$ cat config.mk
export PLATFORM = sky130hd
export DESIGN_NAME = fixed_timestep_tick_clock
export DESIGN_NICKNAME = d
export VERILOG_FILES = /design/src/rtl/ftclk_pkg.sv /design/src/rtl/fixed_timestep_tick_clock.sv
export SDC_FILE = /design/constraint.sdc
export NUM_CORES = 2
export LEC_CHECK = 0
export ABC_AREA = 1
export BUFFER_PORTS_ARGS = -buffer_cell sky130_fd_sc_hd__clkbuf_2
export CAP_MARGIN = 0
export CORE_MARGIN = 2
export CORE_UTILIZATION = 35
export CTS_BUF_LIST = sky130_fd_sc_hd__clkbuf_4 sky130_fd_sc_hd__clkbuf_8
export CTS_CLUSTER_SIZE = 28
export DETAILED_ROUTE_END_ITERATION = 10
export GPL_ROUTABILITY_DRIVEN = 0
export PLACE_DENSITY_LB_ADDON = 0.1
export SLEW_MARGIN = 20
export SYNTH_ARGS = -nofsm -noshare
export SYNTH_HDL_FRONTEND = slang
export SYNTH_SLANG_ARGS = --single-unit
$ cat constraint.sdc
create_clock -name clk -period 8.1 [get_ports clk]
set_input_delay 0.81 -clock clk [delete_from_list [all_inputs] [get_ports clk]]
set_output_delay 0.81 -clock clk [all_outputs]
set_load 0.05 [all_outputs]
$ cat src/rtl/ftclk_pkg.sv
// -----------------------------------------------------------------------------
// Fixed-timestep tick clock package
// Item kinds, register indexes, fixed-point constants and reset values.
// -----------------------------------------------------------------------------
package ftclk_pkg;

	localparam int FRAC_BITS       = 32;
	localparam int TOLERANCE_UNITS = 4;
	localparam int ALPHA_SHIFT     = FRAC_BITS - 16;

	localparam int KIND_W  = 2;
	localparam int DELTA_W = 40;
	localparam int ACC_W   = 40;
	localparam int TICK_W  = 32;
	localparam int STEP_W  = 32;
	localparam int RATE_W  = 16;
	localparam int IVAL_W  = 16;
	localparam int TIME_W  = 64;
	localparam int ALPHA_W = 17;
	localparam int CFG_W   = 40;
	localparam int CIDX_W  = 2;
	localparam int OUT_DATA_W = 120;
	localparam int OUT_USER_W = 2;

	localparam logic [ALPHA_W-1:0] ALPHA_ONE = 17'h10000;

	localparam logic [RATE_W-1:0] TICK_RATE_RST      = 16'd60;
	localparam logic [STEP_W-1:0] FIXED_STEP_RST     = 32'd71582788;
	localparam logic [IVAL_W-1:0] SNAP_INTERVAL_RST  = 16'd3;
	localparam logic [ACC_W-1:0]  MAX_ACCUM_RST      = 40'd1073741824;

	typedef enum logic [KIND_W-1:0] {
		KIND_ADD   = 2'd0,
		KIND_TICK  = 2'd1,
		KIND_CLEAR = 2'd2,
		KIND_NONE  = 2'd3
	} kind_t;

	typedef enum logic [CIDX_W-1:0] {
		REG_TICK_RATE  = 2'd0,
		REG_FIXED_STEP = 2'd1,
		REG_SNAP_IVAL  = 2'd2,
		REG_MAX_ACCUM  = 2'd3
	} cfg_reg_t;

	// Output tuser bit positions
	localparam int USER_TICKED = 0;
	localparam int USER_DUE    = 1;

endpackage

$ cat src/rtl/fixed_timestep_tick_clock.sv
// An accepted item is held in stage 1, its new state in stage 2, its result in stage 3.
// Throughput: one item per cycle while the output is not stalled; the state update (one
// add, compare and subtract on the accumulator) sets the rate, the two products sit in the next stage.
// Each stage advances on its own, so input is taken while a result waits at the output.
// Reset (arst_n low, asynchronous): config returns to its defaults, accumulator and
// tick counter clear, the snapshot countdown loads the default interval, stages empty.
// -----------------------------------------------------------------------------
// Fixed-timestep tick clock
// Accumulates frame time, issues fixed steps and reports time, alpha and snapshots.
// -----------------------------------------------------------------------------
module fixed_timestep_tick_clock
	import ftclk_pkg::*;
(
	input  logic                  clk,
	input  logic                  arst_n,
	// Configuration write port
	input  logic                  cfg_we,
	input  logic [CIDX_W-1:0]     cfg_index,
	input  logic [CFG_W-1:0]      cfg_data,
	// Item input
	input  logic                  s_axis_tvalid,
	output logic                  s_axis_tready,
	input  logic [DELTA_W-1:0]    s_axis_tdata,   // [39:0] frame_delta
	input  logic [KIND_W-1:0]     s_axis_tuser,   // [1:0] kind
	// Result output
	output logic                  m_axis_tvalid,
	input  logic                  m_axis_tready,
	output logic [OUT_DATA_W-1:0] m_axis_tdata,   // [31:0] tick_count, [95:32] sim_time,
	                                              // [112:96] alpha, [119:113] zero
	output logic [OUT_USER_W-1:0] m_axis_tuser    // [0] ticked, [1] snapshot_due
);

	// Configuration registers
	logic [RATE_W-1:0] tick_rate_q;
	logic [STEP_W-1:0] fixed_step_q;
	logic [IVAL_W-1:0] snap_ival_q;
	logic [ACC_W-1:0]  max_accum_q;

	// Clock state
	logic [ACC_W-1:0]  accum_q;
	logic [TICK_W-1:0] tick_q;
	logic [IVAL_W-1:0] countdown_q;

	// Stage 1: registered input item
	logic               valid_s1;
	kind_t              kind_s1;
	logic [DELTA_W-1:0] delta_s1;

	// Stage 2: state after the item
	logic              valid_s2;
	logic [ACC_W-1:0]  accum_s2;
	logic [TICK_W-1:0] tick_s2;
	logic              ticked_s2;
	logic              due_s2;

	// Stage 3: result register
	logic                  valid_s3;
	logic [OUT_DATA_W-1:0] data_s3;
	logic [OUT_USER_W-1:0] user_s3;

	// Handshake: each stage fills when it is empty or its content moves on
	logic ready_s3, ready_s2, ready_s1;
	logic adv_s1, adv_s2, adv_s3;

	assign ready_s3 = !valid_s3 || m_axis_tready;
	assign ready_s2 = !valid_s2 || ready_s3;
	assign ready_s1 = !valid_s1 || ready_s2;
	assign adv_s1   = s_axis_tvalid && ready_s1;
	assign adv_s2   = valid_s1 && ready_s2;
	assign adv_s3   = valid_s2 && ready_s3;

	assign s_axis_tready = ready_s1;
	assign m_axis_tvalid = valid_s3;
	assign m_axis_tdata  = data_s3;
	assign m_axis_tuser  = user_s3;

	// Zero interval behaves as one
	logic [IVAL_W-1:0] ival_eff;
	logic [IVAL_W-1:0] ival_wr_eff;

	assign ival_eff    = (snap_ival_q == '0) ? IVAL_W'(1) : snap_ival_q;
	assign ival_wr_eff = (cfg_data[IVAL_W-1:0] == '0) ? IVAL_W'(1) : cfg_data[IVAL_W-1:0];

	// Next state for the item in stage 1
	logic [ACC_W:0]    add_sum;
	logic [ACC_W:0]    acc_tol;
	logic              step_ok;
	logic [ACC_W-1:0]  accum_nxt;
	logic [TICK_W-1:0] tick_nxt;
	logic [IVAL_W-1:0] countdown_nxt;
	logic              ticked_nxt;
	logic              due_nxt;

	assign add_sum = {1'b0, accum_q} + {1'b0, delta_s1};
	assign acc_tol = {1'b0, accum_q} + (ACC_W+1)'(TOLERANCE_UNITS);
	assign step_ok = acc_tol >= {(ACC_W+1-STEP_W)'(0), fixed_step_q};

	always_comb begin
		accum_nxt     = accum_q;
		tick_nxt      = tick_q;
		countdown_nxt = countdown_q;
		ticked_nxt    = 1'b0;
		due_nxt       = 1'b0;
		case (kind_s1)
			KIND_ADD: begin
				// Ignore zero and negative deltas, clamp the sum at the limit
				if (!delta_s1[DELTA_W-1] && delta_s1 != '0) begin
					if (add_sum > {1'b0, max_accum_q}) begin
						accum_nxt = max_accum_q;
					end else begin
						accum_nxt = add_sum[ACC_W-1:0];
					end
				end
			end
			KIND_TICK: begin
				if (step_ok) begin
					// Within tolerance but short of a full step: drop to zero
					if (accum_q >= {(ACC_W-STEP_W)'(0), fixed_step_q}) begin
						accum_nxt = accum_q - {(ACC_W-STEP_W)'(0), fixed_step_q};
					end else begin
						accum_nxt = '0;
					end
					tick_nxt   = tick_q + TICK_W'(1);
					ticked_nxt = 1'b1;
					if (countdown_q <= IVAL_W'(1)) begin
						countdown_nxt = ival_eff;
						due_nxt       = (tick_nxt != '0);
					end else begin
						countdown_nxt = countdown_q - IVAL_W'(1);
					end
				end
			end
			KIND_CLEAR: begin
				accum_nxt     = '0;
				tick_nxt      = '0;
				countdown_nxt = ival_eff;
			end
			default: begin
				// Unused kind: hold everything
			end
		endcase
	end

	// Config and clock state
	always_ff @(posedge clk or negedge arst_n) begin
		if (!arst_n) begin
			tick_rate_q  <= TICK_RATE_RST;
			fixed_step_q <= FIXED_STEP_RST;
			snap_ival_q  <= SNAP_INTERVAL_RST;
			max_accum_q  <= MAX_ACCUM_RST;
			accum_q      <= '0;
			tick_q       <= '0;
			countdown_q  <= SNAP_INTERVAL_RST;
		end else if (cfg_we) begin
			unique case (cfg_reg_t'(cfg_index))
				REG_TICK_RATE:  tick_rate_q  <= cfg_data[RATE_W-1:0];
				REG_FIXED_STEP: fixed_step_q <= cfg_data[STEP_W-1:0];
				REG_SNAP_IVAL: begin
					snap_ival_q <= cfg_data[IVAL_W-1:0];
					countdown_q <= ival_wr_eff;
				end
				REG_MAX_ACCUM:  max_accum_q  <= cfg_data[ACC_W-1:0];
				default: begin
				end
			endcase
		end else if (adv_s2) begin
			// Commit the item's state change as it leaves stage 1; a config write takes priority
			accum_q     <= accum_nxt;
			tick_q      <= tick_nxt;
			countdown_q <= countdown_nxt;
		end
	end

	// Stage valid bits
	always_ff @(posedge clk or negedge arst_n) begin
		if (!arst_n) begin
			valid_s1 <= 1'b0;
			valid_s2 <= 1'b0;
			valid_s3 <= 1'b0;
		end else begin
			if (ready_s1) valid_s1 <= s_axis_tvalid;
			if (ready_s2) valid_s2 <= valid_s1;
			if (ready_s3) valid_s3 <= valid_s2;
		end
	end

	// Products of the post-item state
	logic [TIME_W-1:0]        sim_time;
	logic [ACC_W+RATE_W-1:0]  alpha_prod;
	logic [ACC_W+RATE_W-1:0]  alpha_full;
	logic [ALPHA_W-1:0]       alpha;
	logic [RATE_W-1:0]        rate_eff;

	assign rate_eff   = (tick_rate_q == '0) ? RATE_W'(1) : tick_rate_q;
	assign sim_time   = TIME_W'(tick_s2) * TIME_W'(fixed_step_q);
	assign alpha_prod = (ACC_W+RATE_W)'(accum_s2) * (ACC_W+RATE_W)'(rate_eff);
	assign alpha_full = alpha_prod >> ALPHA_SHIFT;
	assign alpha      = (alpha_full > (ACC_W+RATE_W)'(ALPHA_ONE)) ? ALPHA_ONE
	                                                              : alpha_full[ALPHA_W-1:0];

	// Payload registers
	always_ff @(posedge clk) begin
		if (adv_s1) begin
			kind_s1  <= kind_t'(s_axis_tuser);
			delta_s1 <= s_axis_tdata;
		end
		if (adv_s2) begin
			accum_s2  <= accum_nxt;
			tick_s2   <= tick_nxt;
			ticked_s2 <= ticked_nxt;
			due_s2    <= due_nxt;
		end
		if (adv_s3) begin
			data_s3 <= {(OUT_DATA_W-ALPHA_W-TIME_W-TICK_W)'(0), alpha, sim_time, tick_s2};
			user_s3 <= {due_s2, ticked_s2};
		end
	end

endmodule

Word-level counts from Yosys, hierarchy flattened
Index checks and enable logic that the tools add are counted.

Bits in registers: 426. Bits of input ports: 89. Logic and storage cells: 83.

$add $sub $neg: 5. $mul: 2. $lt $le $gt $ge: 5. Eq/ne operators: 7. Mux-type cells: 17. Bitwise logic cells: 1. Reductions and logical operators: 27.

Operators by type and width (count): $mux 40 (4); $mux 16 (8); $pmux 40 s3 (1); $mul 32x32->64 (1); $pmux 32 s2 (1); $mul 40x16->56 (1); $logic_not 16->1 (3); $add 40x3->41 const B (1); $add 40x40->41 (1); $ge 41x32->1 (1); $gt 41x40->1 (1); $ge 40x32->1 (1); $gt 40x17->1 const B (1); $reduce_bool 40->1 (1); $sub 40x32->40 (1); $add 32x1->32 const B (1); $mux 32 (1); $pmux 16 s2 (1); $reduce_bool 32->1 (1); $le 16x1->1 const B (1); $sub 16x1->16 const B (1); $reduce_and 2->1 (5); $eq 2x2->1 const B (3); $eq 2x1->1 const B (2); 12 further kinds (21).

Longest topological paths before layout
Word-level depth: 7. Depth in mapped cells: 35.

Worst setup path before layout
Ideal clock, no wire load.

Kind: reg2reg. From: reg fixed_step_q[2]. To: reg data_s3[88], in the netlist m_axis_tdata[88], data pin. Setup time: 0.260 ns. Arrival time: 7.029 ns. Path slack: 0.811 ns. Cell stages (with the launch flop): 33. Period minus slack after synthesis: 7.289 ns. Path through: dfstp_2 clkbuf_1 clkbuf_1 nand2_1 fa_1 inv_1 fa_1 inv_1 fa_1 inv_1 fa_1 inv_1 fa_1 inv_1 fa_1 fa_1 inv_1 fa_1 inv_1 ha_1 a21oi_1 inv_1 a21oi_1 inv_1 a21oi_1 o21ai_0 a21oi_1 o21ai_0 nand3_1 o211ai_1 nand2_1 nand3_1 xor2_1.

Longest elaborated chain between the ends: 1.

RTL lines: from (decl) (line fixed_timestep_tick_clock.sv:35) `logic [STEP_W-1:0] fixed_step_q;`; from (signal assigned) (line fixed_timestep_tick_clock.sv:157) `REG_FIXED_STEP: fixed_step_q <= cfg_data[STEP_W-1:0];`; $mul 32x32->64 (line fixed_timestep_tick_clock.sv:195) `assign sim_time = TIME_W'(tick_s2) * TIME_W'(fixed_step_q);`; net sim_time[56] (line fixed_timestep_tick_clock.sv:188) `logic [TIME_W-1:0] sim_time;`; to (signal assigned) (line fixed_timestep_tick_clock.sv:214) `data_s3 <= {(OUT_DATA_W-ALPHA_W-TIME_W-TICK_W)'(0), alpha, sim_time, tick_s2};`; to (decl) (line fixed_timestep_tick_clock.sv:58) `logic [OUT_DATA_W-1:0] data_s3;`.

The timed path passes the listed nets, and every way through them passes these cells. A chain may end at the register's enable or synchronous reset.

Worst setup path after layout
From: reg fixed_step_q[23]. To: reg data_s3[90], in the netlist m_axis_tdata[90], data pin.

The elaborated chain is that of the path after synthesis.

==> out/results.txt <==
The instance count along the most critical hold path came out at 1. The first global-routing pass estimated 431000 um of wire. The number of buffers and inverters on the critical path is 5. Largest net degree at the start of global routing: 116.

The share of synthesized area in the top cell type comes to 35.0%. For this run, the total global-route usage over all layers was measured as 23.8%. The end of the worst register-to-register path was m_axis_tdata[90]$_DFFE_PP_. The tightest min-delay check is of the input port to register type. The net count of the finished layout is 12700. The total overflow left after global routing is 0. TritonCTS built the clock tree.

The largest single stage delay on the critical path is 610 ps. Among cell families on the critical path, the largest total delay comes from adder cells. The most used routing layer in global routing was met2.

The worst setup path is of the register to register kind. The count of input and output buffers is 205, and the number of routed nets with antenna violations is 0. At the worst endpoint, the arrival time is 8440 ps. The number of warnings printed during yosys synthesis is 0, and the share of final-layout standard cells stronger than drive strength 1 is 7.00%. The HPWL after detailed placement is 233000 um. The largest individual stage delay along the critical path comes from the cell sky130_fd_sc_hd__fa_1. The cell type with the highest occurrence count on the critical path is sky130_fd_sc_hd__fa_1. The initial utilization of the core area, before any placement, comes to 35.2%.

Across all layers, the routed design uses 68200 vias. For met1 alone, demand over resource in global routing was 32.1%. The number of synthesized flops with an enable pin is 231, and the fraction of synthesis flops using an asynchronous set or reset pin is 45.8%. The run gives 237000 sq um as the floorplan die area. STA classifies the critical path endpoint as a register. The synthesized design contains 426 register bits.

The worst setup path is launched from a register. For the via count of the first global-routing pass, the log shows 70500. After synthesis, the cell types taking the most area are sky130_fd_sc_hd__fa_1, sky130_fd_sc_hd__nand2_1, sky130_fd_sc_hd__inv_1.

During I/O placement, the number of pins put on the boundary was 213. Most instantiated flip-flop cell in the synthesis netlist: sky130_fd_sc_hd__edfxtp_1. Die boundary height: 487 um. The tools report the master cell of the clock root buffer as sky130_fd_sc_hd__clkbuf_8. The detailed-route wire length per cell was 20.5 um; the hold violation total from the final report was 0. For this block, the routed nets add up to 281000 um of wire. Clock-pin slew was measured on the worst setup and hold paths at 60 ps.

The worst reg-to-reg path cell count works out to 23. Each instance of the synthesized netlist takes up on average 7.74 sq um. Max-cap violations in this run came to 0. Along the worst path, the maximum fanout reaches 23. Summing every instance area after synthesis gives 81700 sq um. The clock tree synthesis step divided the H-tree into 3 levels. The clock sink total is 426. The tools report the met2 usage as 39.8%. The logs give 0 for the number of max-slew violations in the final report and 0 for the final setup violation count. The worst pin sits at a relative slew slack of 25.9%. The worst hold path terminates at delta_s1[0]$_DFFE_PP_.

The tools report the required time reported for the critical path endpoint as 8700 ps. The first TritonRoute pass finished after 8 iterations. The post-detailed-route DRC marker count is 0.

Worst-case clock buffer depth: 3. The first routing iteration left 5228 violations. In the routed layout, each cell is associated on average with a via count of 4.97.

Row count: 177. The share of the Yosys chip area taken by registers is 14.5%. The reg2reg setup slack is 260 ps, and the width of the die is 487 um. In this run the post-CTS setup repair buffer count came out at 0. The number of antenna violations at the first check in global routing came out at 10. The startpoint identified for the worst register-to-register timing path is fixed_step_q[23]$_DFFE_PN0P_. Setup repair after global routing left no endpoint under its margin. Summed over all failing endpoints, the final setup total negative slack is 0 ps. The area of the core region was 232000 sq um. The filler cells instantiated in the layout total 24300. The met3 usage in global routing came out at 2.78%. The worst hold path begins at s_axis_tdata[0]. The critical path goes through buf_4, buf_4, nand2_1, fa_1, fa_1, fa_1, fa_1, fa_1, fa_1, inv_1, fa_1, inv_1, fa_1, inv_1, ha_1, nand2_1, nor2_2, nand2_1, o211ai_1, nand2_1, nand3_1, a31oi_1, xnor2_1. The clock period minus worst slack came out at 7840 ps.

The worst clock skew is 94.0 ps. The run finished with clean final reports. The number of instances in the synthesized netlist is 10600. In the finished design, the share of the clock period the worst path needs comes to 96.8%. Derived from the worst setup path, the maximum achievable clock frequency is 0.128 GHz.

For the pin with the worst max-slew slack, the measured transition is 1110 ps. The clock latency of the later-clocked register in the worst-skew pair came out at 900 ps. TritonCTS created 92 clock buffers. The area growth from synthesis to layout is 8.93%. The number of different library cells in the post-synthesis netlist came out at 62. The library cell occupying the most area in the post-synthesis netlist was sky130_fd_sc_hd__fa_1.
cell usage in the layout (no fill, tap or decap), types with 29 or more instances in the layout:
master                     instances
sky130_fd_sc_hd__ha_1            539
sky130_fd_sc_hd__a21o_1           34
sky130_fd_sc_hd__nor3_1           86
sky130_fd_sc_hd__nand3_1         331
sky130_fd_sc_hd__a21oi_1         341
sky130_fd_sc_hd__a21boi_1         31
sky130_fd_sc_hd__nand2_1        2853
sky130_fd_sc_hd__clkbuf_8        100
sky130_fd_sc_hd__clkbuf_2        204
sky130_fd_sc_hd__xnor2_1          52
sky130_fd_sc_hd__o21ai_0         340
sky130_fd_sc_hd__nand4_1          53
sky130_fd_sc_hd__nor2_1          461
sky130_fd_sc_hd__fa_1           1427
sky130_fd_sc_hd__xor2_1          150
sky130_fd_sc_hd__nor4_1           48
sky130_fd_sc_hd__inv_1          2559
sky130_fd_sc_hd__edfxtp_1        231
sky130_fd_sc_hd__buf_4           218
sky130_fd_sc_hd__a31oi_1          51
sky130_fd_sc_hd__dfrtp_1         171
sky130_fd_sc_hd__inv_2            38
sky130_fd_sc_hd__o21ai_1          29
worst max-delay path by stage:
stage                                       to                    startpoint  depth (start not counted)
finish              m_axis_tdata[90]$_DFFE_PP_  fixed_step_q[23]$_DFFE_PN0P_                         23
global route        m_axis_tdata[90]$_DFFE_PP_  fixed_step_q[18]$_DFFE_PN1P_                         22
CTS                 m_axis_tdata[92]$_DFFE_PP_   fixed_step_q[2]$_DFFE_PN1P_                         30
detailed placement  m_axis_tdata[92]$_DFFE_PP_   fixed_step_q[2]$_DFFE_PN1P_                         30
global placement    m_axis_tdata[88]$_DFFE_PP_   fixed_step_q[2]$_DFFE_PN1P_                         30
floorplan           m_axis_tdata[88]$_DFFE_PP_   fixed_step_q[2]$_DFFE_PN1P_                         32
cell families (layout without fill, tap and decap cells):
family	after synthesis	count (layout)	share of synthesized area (%)
XOR/XNOR	202	202	2.17
AO/OA/AOI/OAI	962	962	6.64
other	1	13	0.00459
buffers and inverters	3098	3226	14.4
adder cells (fa/ha/maj)	1966	1966	43.2
AND/OR/NAND/NOR	3899	3899	19.1
flip-flops	426	426	14.5
state kept, by name, summed over array words and instances, names as in the netlist, 2 cells and up:
signal	flops
fixed_step_q	32
accum_s2	40
kind_s1	2
tick_rate_q	16
tick_s2	32
max_accum_q	40
m_axis_tuser	2
accum_q	40
m_axis_tdata	113
delta_s1	40
tick_q	32
snap_ival_q	16
countdown_q	16
layer usage:
layer | vias to the layer above | wire length (um)
met5 | - | 78
met4 | 10 | 9240
met3 | 343 | 14900
met2 | 1916 | 135000
met1 | 34500 | 122000
li1 | 31400 | -
area by class of cell:
type	instances	area [sq um]	area share [%]
tap	3043	3810	4.28
sequential	426	11900	13.3
clock buffer	122	1540	1.73
clock inverter	52	558	0.627
inverter	2599	9760	11.0
multi-input combinational	7036	58200	65.4
antenna	6	15.0	0.0169
timing repair buffer	453	3250	3.65
per-stage QoR:
| step | cell area, sq um | worst slack, ps | hold WS (ps) | utilization [%] | cells |
|---|---|---|---|---|---|
| finish | 89000 | 259 | 114 | 38.3 | 13700 |
| global route | 89000 | 15.6 | 65.3 | 38.3 | 13700 |
| CTS | 88900 | 101 | 13.9 | 38.3 | 13700 |
| detailed placement | 86800 | 146 | 407 | 37.4 | 13600 |
| global placement | 86800 | 81.4 | 421 | 37.4 | 13600 |
| floorplan | 81700 | 811 | 400 | - | 10600 |
Yosys cell counts, types with 17 or more instances:
cell type                  count
sky130_fd_sc_hd__a21oi_1     343
sky130_fd_sc_hd__buf_2        18
sky130_fd_sc_hd__nand3_1     336
sky130_fd_sc_hd__clkbuf_1    458
sky130_fd_sc_hd__nor3_1       86
sky130_fd_sc_hd__a21o_1       34
sky130_fd_sc_hd__o21ai_2      25
sky130_fd_sc_hd__fa_1       1427
sky130_fd_sc_hd__inv_1      2561
sky130_fd_sc_hd__o21a_1       19
sky130_fd_sc_hd__xor2_1      150
sky130_fd_sc_hd__dfrtp_1     179
sky130_fd_sc_hd__nand4_1      53
sky130_fd_sc_hd__o21ai_1      29
sky130_fd_sc_hd__nor2_1      465
sky130_fd_sc_hd__a31oi_1      51
sky130_fd_sc_hd__a21boi_1     31
sky130_fd_sc_hd__inv_2        37
sky130_fd_sc_hd__ha_1        539
sky130_fd_sc_hd__o21ai_0     341
sky130_fd_sc_hd__o211ai_1     17
sky130_fd_sc_hd__xnor2_1      52
sky130_fd_sc_hd__edfxtp_1    231
sky130_fd_sc_hd__nor4_1       49
sky130_fd_sc_hd__nand2_1    2854
sky130_fd_sc_hd__o21bai_1     27
what timing repair did:
| action | 4_1_cts | 5_1_grt |
|---|---|---|
| hold buffers | 1 | 0 |
| setup endpoints to repair | 0 | 19 |
| resized for setup | 0 | 16 |
| endpoints found under the hold margin | 70 | 0 |
Power is not shown: default switching activity piles up to over one toggle a cycle in this logic, so the estimate is an artifact.
